==> src/rtl/bjd_pkg.sv <==
`timescale 1ns / 1ps
// ----------------------------------------------------------------------------
// bjd_pkg: shared types and constants for the bitset Jaccard distance unit
// Word layouts of both channels, count bounds, widths of the divider and
// the byte popcount used by the counting loop.
// ----------------------------------------------------------------------------
package bjd_pkg;

  // Longest pair of bitsets, in 64-bit storage words, counted without saturation.
  localparam int MAX_WORDS = 4096;

  localparam int WORD_W  = 64;
  localparam int CNT_W   = 19;
  localparam int FRAC_W  = 16;
  localparam int DIST_W  = FRAC_W + 1;
  localparam int NUM_W   = CNT_W + FRAC_W;
  localparam int STEP_W  = $clog2(NUM_W);

  // Popcount is done one byte at a time.
  localparam int CHUNK_W   = 8;
  localparam int CHUNKS    = WORD_W / CHUNK_W;
  localparam int CHUNK_IDX = $clog2(CHUNKS);
  localparam int PC_W      = $clog2(CHUNK_W + 1);

  // Saturation bound of both counts: MAX_WORDS*64, capped to the field width.
  localparam longint COUNT_BOUND = longint'(MAX_WORDS) * WORD_W;
  localparam longint CNT_LIMIT   = (longint'(1) << CNT_W) - 1;
  localparam logic [CNT_W-1:0] COUNT_MAX =
    CNT_W'((COUNT_BOUND < CNT_LIMIT) ? COUNT_BOUND : CNT_LIMIT);

  // 1.0 in Q1.16.
  localparam logic [DIST_W-1:0] Q16_ONE = DIST_W'(1) << FRAC_W;

  typedef struct packed {
    logic [WORD_W-1:0] word_a;
    logic [WORD_W-1:0] word_b;
    logic              last_word;
  } in_word_t;

  typedef struct packed {
    logic [CNT_W-1:0]  intersection_count;
    logic [CNT_W-1:0]  union_count;
    logic [DIST_W-1:0] distance_q16;
    logic              empty_union;
  } out_word_t;

  // Divider handshake between the sequencer and the divide unit.
  typedef struct packed {
    logic start;
  } div_ctrl_t;

  typedef struct packed {
    logic busy;
    logic done;
  } div_stat_t;

  // Number of set bits in one byte.
  function automatic logic [PC_W-1:0] popcount_chunk(input logic [CHUNK_W-1:0] v);
    logic [PC_W-1:0] n;
    n = '0;
    for (int i = 0; i < CHUNK_W; i++) begin
      n = n + PC_W'(v[i]);
    end
    return n;
  endfunction

endpackage

==> src/rtl/bitset_jaccard_distance_unit.sv <==
`timescale 1ns / 1ps
// ----------------------------------------------------------------------------
// bitset_jaccard_distance_unit: streamed Jaccard distance of two bitsets
// Counts the set bits of AND and OR of each pair of storage words and, on
// the last word, reports both counts and 1 - intersection/union in Q1.16.
//
//   channel | handshake           | word        | direction
//   --------+---------------------+-------------+----------
//   in      | in_valid / in_ready | in_data     | into block
//   out     | out_valid/out_ready | out_data    | out of block
//
// Every word is accepted from idle and then passes, byte by byte, through the shared
// byte popcount and saturating adder, one byte of AND and OR per cycle.
// A last word then goes through a setup state, the one-bit-per-cycle divider
// (skipped for an empty union), collection of the quotient and the load of the output register.
// in_ready is high only while the sequencer is idle; a stalled output holds
// the result and the block waits to deliver before clearing its counts.
// Synchronous reset clears both counts, the sequencer and out_valid.
// ----------------------------------------------------------------------------
module bitset_jaccard_distance_unit (
  input  logic                clk,
  input  logic                rst,
  input  logic                in_valid,
  output logic                in_ready,
  input  bjd_pkg::in_word_t   in_data,
  output logic                out_valid,
  input  logic                out_ready,
  output bjd_pkg::out_word_t  out_data
);

  localparam logic [2:0] ST_IDLE   = 3'd0;
  localparam logic [2:0] ST_COUNT  = 3'd1;
  localparam logic [2:0] ST_PREP   = 3'd2;
  localparam logic [2:0] ST_DIVIDE = 3'd3;
  localparam logic [2:0] ST_FINISH = 3'd4;

  logic [2:0]                       state;
  logic [bjd_pkg::CHUNK_IDX-1:0]    chunk;
  logic [bjd_pkg::WORD_W-1:0]       and_sh;
  logic [bjd_pkg::WORD_W-1:0]       or_sh;
  logic                             last_r;
  logic [bjd_pkg::CNT_W-1:0]        inter_acc;
  logic [bjd_pkg::CNT_W-1:0]        union_acc;
  logic [bjd_pkg::DIST_W-1:0]       dist_r;
  logic                             empty_r;

  logic [bjd_pkg::PC_W-1:0]         pc_and;
  logic [bjd_pkg::PC_W-1:0]         pc_or;
  logic [bjd_pkg::CNT_W:0]          sum_inter;
  logic [bjd_pkg::CNT_W:0]          sum_union;
  logic [bjd_pkg::CNT_W-1:0]        inter_next;
  logic [bjd_pkg::CNT_W-1:0]        union_next;

  logic [bjd_pkg::CNT_W-1:0]        inter_clamp;
  logic [bjd_pkg::CNT_W-1:0]        gap;
  logic [bjd_pkg::NUM_W-1:0]        numerator;

  bjd_pkg::div_ctrl_t               div_ctrl;
  bjd_pkg::div_stat_t               div_stat;
  logic [bjd_pkg::DIST_W-1:0]       quotient;

  assign in_ready = (state == ST_IDLE);

  // Shared popcount and saturating add on the current byte.
  always_comb begin
    pc_and     = bjd_pkg::popcount_chunk(and_sh[bjd_pkg::CHUNK_W-1:0]);
    pc_or      = bjd_pkg::popcount_chunk(or_sh[bjd_pkg::CHUNK_W-1:0]);
    sum_inter  = {1'b0, inter_acc} + (bjd_pkg::CNT_W + 1)'(pc_and);
    sum_union  = {1'b0, union_acc} + (bjd_pkg::CNT_W + 1)'(pc_or);
    inter_next = (sum_inter > {1'b0, bjd_pkg::COUNT_MAX}) ? bjd_pkg::COUNT_MAX
                                                          : sum_inter[bjd_pkg::CNT_W-1:0];
    union_next = (sum_union > {1'b0, bjd_pkg::COUNT_MAX}) ? bjd_pkg::COUNT_MAX
                                                          : sum_union[bjd_pkg::CNT_W-1:0];
  end

  // Dividend of the rounded distance: (union - inter) * 2^16 + union / 2.
  always_comb begin
    inter_clamp = (inter_acc > union_acc) ? union_acc : inter_acc;
    gap         = union_acc - inter_clamp;
    numerator   = {gap, bjd_pkg::FRAC_W'(0)}
                + bjd_pkg::NUM_W'(union_acc >> 1);
  end

  assign div_ctrl.start = (state == ST_PREP) && (union_acc != '0);

  bjd_divider u_div (
    .clk       (clk),
    .rst       (rst),
    .ctrl      (div_ctrl),
    .numerator (numerator),
    .divisor   (union_acc),
    .stat      (div_stat),
    .quotient  (quotient)
  );

  // Sequencer, accumulators and output valid.
  always_ff @(posedge clk) begin
    if (rst) begin
      state     <= ST_IDLE;
      chunk     <= '0;
      inter_acc <= '0;
      union_acc <= '0;
      out_valid <= 1'b0;
    end else begin
      if (out_valid && out_ready) begin
        out_valid <= 1'b0;
      end
      unique case (state)
        ST_IDLE: begin
          if (in_valid) begin
            chunk <= '0;
            state <= ST_COUNT;
          end
        end
        ST_COUNT: begin
          inter_acc <= inter_next;
          union_acc <= union_next;
          chunk     <= chunk + 1'b1;
          if (chunk == bjd_pkg::CHUNK_IDX'(bjd_pkg::CHUNKS - 1)) begin
            state <= last_r ? ST_PREP : ST_IDLE;
          end
        end
        ST_PREP: begin
          state <= (union_acc == '0) ? ST_FINISH : ST_DIVIDE;
        end
        ST_DIVIDE: begin
          if (div_stat.done) begin
            state <= ST_FINISH;
          end
        end
        ST_FINISH: begin
          if (!out_valid || out_ready) begin
            out_valid <= 1'b1;
            inter_acc <= '0;
            union_acc <= '0;
            state     <= ST_IDLE;
          end
        end
        default: begin
          state <= ST_IDLE;
        end
      endcase
    end
  end

  // Word shift registers, distance and the output word.
  always_ff @(posedge clk) begin
    if (state == ST_IDLE && in_valid) begin
      and_sh <= in_data.word_a & in_data.word_b;
      or_sh  <= in_data.word_a | in_data.word_b;
      last_r <= in_data.last_word;
    end else if (state == ST_COUNT) begin
      and_sh <= and_sh >> bjd_pkg::CHUNK_W;
      or_sh  <= or_sh >> bjd_pkg::CHUNK_W;
    end
    if (state == ST_PREP) begin
      dist_r  <= '0;
      empty_r <= (union_acc == '0);
    end else if (state == ST_DIVIDE && div_stat.done) begin
      dist_r <= quotient;
    end
    if (state == ST_FINISH && (!out_valid || out_ready)) begin
      out_data.intersection_count <= inter_acc;
      out_data.union_count        <= union_acc;
      out_data.distance_q16       <= dist_r;
      out_data.empty_union        <= empty_r;
    end
  end

endmodule

==> src/rtl/bjd_divider.sv <==
`timescale 1ns / 1ps
// ----------------------------------------------------------------------------
// bjd_divider: restoring divider for the distance quotient
// One numerator bit per cycle through a single compare and subtract. Only
// the low DIST_W quotient bits are kept, since the quotient never exceeds 1.0.
// ----------------------------------------------------------------------------
module bjd_divider (
  input  logic                            clk,
  input  logic                            rst,
  input  bjd_pkg::div_ctrl_t              ctrl,
  input  logic [bjd_pkg::NUM_W-1:0]       numerator,
  input  logic [bjd_pkg::CNT_W-1:0]       divisor,
  output bjd_pkg::div_stat_t              stat,
  output logic [bjd_pkg::DIST_W-1:0]      quotient
);

  logic                          busy;
  logic                          done;
  logic [bjd_pkg::STEP_W-1:0]    step;
  logic [bjd_pkg::NUM_W-1:0]     num_sh;
  logic [bjd_pkg::CNT_W-1:0]     rem;
  logic [bjd_pkg::CNT_W-1:0]     div_r;
  logic [bjd_pkg::DIST_W-1:0]    quo;

  logic [bjd_pkg::CNT_W:0]       trial;
  logic [bjd_pkg::CNT_W:0]       diff;
  logic                          fits;
  logic [bjd_pkg::CNT_W-1:0]     rem_next;
  logic [bjd_pkg::DIST_W-1:0]    quo_next;

  // Shared compare and subtract: bring down the next numerator bit.
  always_comb begin
    trial    = {rem, num_sh[bjd_pkg::NUM_W-1]};
    fits     = trial >= {1'b0, div_r};
    diff     = trial - {1'b0, div_r};
    rem_next = fits ? diff[bjd_pkg::CNT_W-1:0] : trial[bjd_pkg::CNT_W-1:0];
    quo_next = {quo[bjd_pkg::DIST_W-2:0], fits};
  end

  // Step counter and completion pulse.
  always_ff @(posedge clk) begin
    if (rst) begin
      busy <= 1'b0;
      done <= 1'b0;
      step <= '0;
    end else begin
      done <= 1'b0;
      if (ctrl.start) begin
        busy <= 1'b1;
        step <= '0;
      end else if (busy) begin
        step <= step + 1'b1;
        if (step == bjd_pkg::STEP_W'(bjd_pkg::NUM_W - 1)) begin
          busy <= 1'b0;
          done <= 1'b1;
        end
      end
    end
  end

  // Datapath registers of the division.
  always_ff @(posedge clk) begin
    if (ctrl.start) begin
      num_sh <= numerator;
      rem    <= '0;
      div_r  <= divisor;
      quo    <= '0;
    end else if (busy) begin
      num_sh <= {num_sh[bjd_pkg::NUM_W-2:0], 1'b0};
      rem    <= rem_next;
      quo    <= quo_next;
    end
  end

  assign stat.busy = busy;
  assign stat.done = done;
  assign quotient  = quo;

endmodule

==> config.mk <==
export PLATFORM = sky130hd
export DESIGN_NAME = bitset_jaccard_distance_unit
export DESIGN_NICKNAME = d
export VERILOG_FILES = /design/src/rtl/bjd_pkg.sv /design/src/rtl/bitset_jaccard_distance_unit.sv /design/src/rtl/bjd_divider.sv
export SDC_FILE = /design/constraint.sdc
export NUM_CORES = 1
export LEC_CHECK = 0
export ABC_AREA = 1
export ABC_CLOCK_PERIOD_IN_PS = 6700
export BUFFER_PORTS_ARGS = -buffer_cell sky130_fd_sc_hd__buf_2
export CAP_MARGIN = 5
export CELL_PAD_IN_SITES_DETAIL_PLACEMENT = 1
export CELL_PAD_IN_SITES_GLOBAL_PLACEMENT = 1
export CORE_ASPECT_RATIO = 1.4
export CORE_UTILIZATION = 42
export DETAILED_ROUTE_END_ITERATION = 8
export PLACE_DENSITY = 0.77
export SLEW_MARGIN = 0
export SYNTH_ARGS = -nofsm -noshare
export SYNTH_HDL_FRONTEND = slang
export SYNTH_SLANG_ARGS = --single-unit
==> constraint.sdc <==
create_clock -name clk -period 6.7 [get_ports clk]
set_input_delay 1.34 -clock clk [delete_from_list [all_inputs] [get_ports clk]]
set_output_delay 1.34 -clock clk [all_outputs]
set_load 0.05 [all_outputs]
After elaboration in Yosys (flattened, before gate mapping)
Index checks and enable logic that the tools add are counted.
{"block": "word_totals", "register_bits": 346, "inputBits": 133, "output_inout_bits": 58}
{"block": "op_classes", "add_sub_neg": 21, "n_lt_le_gt_ge": 4, "n_eq_ne": 10, "mux": 29, "bitwise_logic": 3, "n_reduce_logical": 19}
{"op": "two-way mux 64 bit", "count": 4}
{"op": "two-way mux 19 bit", "count": 5}
{"op": "case mux 19 bit (2 select lines)", "count": 2}
{"op": "two-way mux 35 bit", "count": 2}
{"op": "AND 64 bit", "count": 1}
{"op": "OR 64 bit", "count": 1}
{"op": "adder 19 x 4 -> 20 bit", "count": 2}
{"op": "greater-than comparator 20 x 19 -> 1 bit, second input constant", "count": 2}
{"op": "subtractor 19 bit", "count": 2}
{"op": "adder 35 x 18 -> 35 bit", "count": 1}
{"op": "adder 4 x 1 -> 4 bit", "count": 8}
{"op": ">= comparator 20 x 19 -> 1 bit", "count": 1}
{"op": "greater-than comparator 19 bit", "count": 1}
{"op": "zero test 19 bit", "count": 1}
{"op": "nonzero test 19 bit", "count": 1}
{"op": "two-way mux 3 bit", "count": 6}
{"op": "case mux 3 bit (5 select lines)", "count": 1}
{"op": "adder 3 x 1 -> 4 bit", "count": 2}
{"op": "nonzero test 2 bit", "count": 4}
{"op": "two-way mux 1 bit", "count": 7}
{"op": "adder 2 x 1 -> 3 bit", "count": 2}
{"op": "adder 6 x 1 -> 6 bit, second input constant", "count": 1}
{"op": "equality test 3 x 2 -> 1 bit, second input constant", "count": 2}
{"op": "equality test 3 bit, second input constant", "count": 2}
{"op": "other kinds (17)", "count": 25}

Longest topological paths before layout
{"block": "depth", "word_depth": 11, "depth_mapped": 33}

Hierarchy
A second synthesis with hierarchy kept.
{"block": "hier_totals", "cells_unflattened": 2358, "area_unflattened_um2": 19078.3}
{"mod": "bitset_jaccard_distance_unit", "n_inst": 1, "cells_per_inst": 1720, "area_per_inst_um2": 13967.1, "seq_area_each_um2": 6826.5}
{"mod": "bjd_divider", "n_inst": 1, "cells_per_inst": 638, "area_per_inst_um2": 5111.2, "seq_area_each_um2": 2502.4}

Worst setup path before layout
OpenSTA, ideal clock, no wires.
{"block": "synth_timing", "path_kind": "input to register", "from": "input in_valid", "to": "register and_sh[0] in the netlist's numbering (enable)", "setup_time_ns": 0.492, "arrival_time_ns": 4.697, "required_ns": 6.208, "setup_slack_ns": 1.510, "cell_stages": 5, "path_buffers": 1, "path_cell_list": "inv_1 > nor2_1 > clkinv_1 > clkbuf_1 > nand2_1"}
{"block": "synth_between", "elab_chain_cells": 2}
{"item": "start: declaration", "line": "bitset_jaccard_distance_unit.sv:23", "text": "input logic in_valid,"}
{"item": "logical AND 1 bit", "line": "bitset_jaccard_distance_unit.sv:148", "text": "if (state == ST_IDLE && in_valid) begin"}
{"item": "nonzero test 2 bit (no line)"}
{"item": "end signal: assignment", "line": "bitset_jaccard_distance_unit.sv:149", "text": "and_sh <= in_data.word_a & in_data.word_b;"}
{"item": "end signal: assignment", "line": "bitset_jaccard_distance_unit.sv:153", "text": "and_sh <= and_sh >> bjd_pkg::CHUNK_W;"}
{"item": "end: declaration", "line": "bitset_jaccard_distance_unit.sv:39", "text": "logic [bjd_pkg::WORD_W-1:0] and_sh;"}
Every way passes these cells.
A chain may end at the register's enable or synchronous reset.

Final worst setup path
{"block": "layout_timing", "from": "register union_acc[9] in the netlist's numbering", "to": "register u_div.num_sh[34] in the netlist's numbering (data pin)"}
{"block": "layout_between", "elab_chain_cells": 5}
{"item": "start: declaration", "line": "bitset_jaccard_distance_unit.sv:43", "text": "logic [bjd_pkg::CNT_W-1:0] union_acc;"}
{"item": "start signal: assignment", "line": "bitset_jaccard_distance_unit.sv:117", "text": "union_acc <= union_next;"}
{"item": "greater-than comparator 19 bit", "line": "bitset_jaccard_distance_unit.sv:78", "text": "inter_clamp = (inter_acc > union_acc) ? union_acc : inter_acc;"}
{"item": "two-way mux 19 bit", "line": "bitset_jaccard_distance_unit.sv:78"}
{"item": "subtractor 19 bit", "line": "bitset_jaccard_distance_unit.sv:79", "text": "gap = union_acc - inter_clamp;"}
{"item": "adder 35 x 18 -> 35 bit", "line": "bitset_jaccard_distance_unit.sv:81", "text": "+ bjd_pkg::NUM_W'(union_acc >> 1);"}
{"item": "two-way mux 35 bit (*)", "line": "bjd_divider.sv:63", "text": "if (ctrl.start) begin"}
{"item": "end signal: assignment", "line": "bjd_divider.sv:64", "text": "num_sh <= numerator;"}
{"item": "end signal: assignment", "line": "bjd_divider.sv:69", "text": "num_sh <= {num_sh[bjd_pkg::NUM_W-2:0], 1'b0};"}
{"item": "end: declaration", "line": "bjd_divider.sv:20", "text": "logic [bjd_pkg::NUM_W-1:0] num_sh;"}
Every way passes the cells marked *; elsewhere a longest branch is shown, timed or not.

==> flow_summary_export.csv <==
group,metric,value,unit
die,die_w,180.0,um
worst_setup_path,critPathBufInv,3,
clocking,cts_inserted_buffers,39,
placement,io_buffers,190,
clocking,cts_sinks,346,
clocking,clkTransAtPathRegs,60,ps
pwr,total_power,10.81,mW
global_routing,grt_pass1_wl,95370,um
die,core_area,43470,um^2
global_routing,overflow,0,
die,die_h,251.1,um
sta,finalHoldViolations,0,
pwr,worst_ir_drop_vdd,0.3606,mV
die,fp-row-count,90,
sta,post-route-period-util,81.88,%
drt,wl_per_cell,20.11,um
layout,final_cell_mix,"nand2_1 (755), edfxtp_1 (240), inv_1 (230), nand3_1 (198), buf_2 (190)",
logic_synthesis,synth_area,18620,um^2
layout,nFillCells,5277,
layout,drive_above_1_share,12.71,%
sta,finClkSkew,16.07,ps
outcome,violations,"DRC",
outcome,status,"complete, but fails checks",
global_routing,antenna_found_initial,1,
die,die-area,45190,um^2
logic_synthesis,ys.flop_type,"edfxtp_1",
global_routing,grt_pass1_vias,17490,
logic_synthesis,yosysUniqueCellTypes,46,
layout,syn2layout_area_growth,14.32,%
sta,slew_viol_final,0,
logic_synthesis,ys_seq_area_share,50.10,%
job,maxCapViolations,0,
hold_path,holdCritPathClass,"flip-flop to flip-flop",
pwr,p_per_area,508.0,nW/um^2
worst_setup_path,critPathKind,"flip-flop to flip-flop",
clocking,cts_tree,"built",
sta,fin_tns_setup,0,ps
sta,fin_ws,1214,ps
worst_setup_path,cp.arrival,5770,ps
drt,first_pass_iters,7,
logic_synthesis,muxShareOfSynthArea,0,%
drt,drcViolationCount,10,
logic_synthesis,synthCells,2267,
clocking,cts_resized,0,
clocking,clk_latency,550,ps
drt,wl,60820,um
sta,max_freq,182.3,MHz
clocking,cts_max_path_buffers,3,
logic_synthesis,synth_top_family_by_area,"simple AND/OR/NAND/NOR gates",
layout,layout_commonest_cell,"nand2_1",
worst_setup_path,path_common_cell,"nand3_1",
global_routing,grt_start_max_net_pins,114,
logic_synthesis,synth_fa_ha_area_share,6.370,%
die,io_pins,191,
logic_synthesis,ys_seq_elements,346,
drt,drt_iter0_drc,754,
logic_synthesis,yosys.area.top_type,"edfxtp_1",
worst_setup_path,worstPathCellList,"inv_1, ha_1, nand2_1, nor4b_1, nand4_1, nand2_1, nand2_1, o21ai_0, ha_1, inv_1, fa_1, fa_1, inv_1, nor2_1, nand3_1, nor2_1, nand3_1, nor2_2, nand3_1, nor2_2, nand3_1, nand3_1, nand2_1",
logic_synthesis,synth_compound_area_share,8.695,%
sta,worst_slew_pin_slew,1124,ps
logic_synthesis,synth_xor_xnor_area_share,1.364,%
worst_setup_path,slowest_stage,"dfxtp_1",
placement,place.gp.congestion,0.9563,
drt,vias,16250,
sta,hold-worst-slack,433.9,ps
layout,finalNetCount,2663,
sta,setup_violations,0,
clocking,cts_setup_buffers,0,
worst_setup_path,cp_max_fo,25,
worst_setup_path,slowest_delay,640,ps
worst_setup_path,worstSetupStartpointType,"flip-flop",
drt,drtAntennaViolNets,0,
worst_setup_path,crit_path_end_kind,"flip-flop",
pwr,p_leak,9.583,nW
sta,slew_headroom,24.69,%
logic_synthesis,synth_edf_count,240,
sta,rsz0062_at_grt,"no",
placement,hpwl,46320,um
logic_synthesis,synth_top_area_share,38.70,%
global_routing,track_usage,27.25,%
logic_synthesis,syn_area_per_cell,8.214,um^2
logic_synthesis,synth_nets,2487,
drt,drt-vias-per-instance,5.373,
clocking,cts_root_buf,"clkbuf_16",
logic_synthesis,yosys-top-cells-area,"edfxtp_1 (39%), nand2_1 (15%), dfxtp_1 (11%)",
logic_synthesis,yosys.area_share.simple,27.04,%
die,start_util,42.84,%
sta,fin_crit,5486,ps
worst_setup_path,required,6990,ps
clocking,postCtsHoldBufs,0,
logic_synthesis,async_flop_share,0,%
placement,place_ws,1229,ps
worst_setup_path,critPathTopFamily,"simple AND/OR/NAND/NOR gates",
logic_synthesis,yosysWarnings,0,
clocking,h-tree-depth,2,
[Yosys cell counts, types with 4 or more instances]
| library cell | n |
|---|---|
| nand3_1 | 198 |
| o22ai_1 | 15 |
| nor2_1 | 142 |
| xor2_1 | 16 |
| a21oi_2 | 10 |
| inv_2 | 4 |
| dfxtp_1 | 106 |
| nand2_2 | 15 |
| nand4_1 | 29 |
| nor3_1 | 24 |
| inv_1 | 230 |
| a21oi_1 | 119 |
| clkbuf_1 | 55 |
| o21ai_0 | 126 |
| ha_1 | 74 |
| nor2_2 | 7 |
| buf_1 | 5 |
| nor4_1 | 4 |
| clkinv_1 | 4 |
| fa_1 | 13 |
| buf_2 | 8 |
| nand3b_1 | 4 |
| o21bai_1 | 4 |
| xnor2_1 | 13 |
| nand3_2 | 4 |
| a31oi_1 | 7 |
| edfxtp_1 | 240 |
| nand2_1 | 758 |
| o211ai_1 | 7 |
[metrics by stage]
stage / util, % / instance area, um^2 / std cells
after floorplan: - / 18620 / 2267
after global placement: 46.26 / 20110 / 2954
after detailed placement: 46.26 / 20110 / 2954
after CTS: 48.97 / 21280 / 3023
after global routing: 48.97 / 21280 / 3023
final: 48.97 / 21290 / 3024
[cell type report]
| cell class | instances | area, um^2 | area share [%] |
|---|---|---|---|
| clock buffer | 52 | 1045 | 4.908 |
| clock inverter | 17 | 131.4 | 0.6172 |
| sequential | 346 | 9329 | 43.83 |
| inverter | 238 | 895.9 | 4.209 |
| timing repair buffer | 206 | 1071 | 5.031 |
| multi-input combinational | 1612 | 8122 | 38.15 |
| antenna | 1 | 2.502 | 0.01176 |
| tap | 552 | 690.7 | 3.245 |
[cell families after synthesis]
| kind of cell | Yosys count |
|---|---|
| xor+xnor | 29 |
| buf+inv | 309 |
| simple gates | 1197 |
| flops | 346 |
| fa+ha+maj | 87 |
| compound gates | 299 |
[where the power goes]
group          switching [mW]  internal [mW]  leakage, nW  total [mW]
Combinational            3.84           1.62         5.83        5.46
Sequential              0.248           3.07         3.17        3.32
Clock                   0.894           1.14        0.575        2.04
Total                    4.98           5.83         9.58        10.8
[worst paths after layout]
kind,from,endpoint,slack [ps],depth (start not counted)
worst max-delay path,union_acc[9],u_div.num_sh[34],1210,23
worst min-delay path,dist_r[3],out_data[4],430,0
worst max register to register,union_acc[9],u_div.num_sh[34],1210,23
worst min register to register,dist_r[3],out_data[4],430,0
[routing by layer]
| layer | vias up | GRT usage [%] | share of wire (%) |
|---|---|---|---|
| met1 | 7888 | 27.27 | 36 |
| met5 | - | 0 | 0 |
| met3 | 130 | 4.158 | 3.6 |
| met2 | 339 | 53.60 | 55 |
| met4 | 0 | 14.31 | 5.2 |
| li1 | 7892 | - | - |
[registers in the layout, indices dropped and copies added (netlist names), 19 cells and up]
register / count
out_data: 56
u_div.num_sh: 35
u_div.div_r: 19
or_sh: 64
u_div.rem: 19
inter_acc: 19
union_acc: 19
and_sh: 64
(Power assumes the default switching activity.)
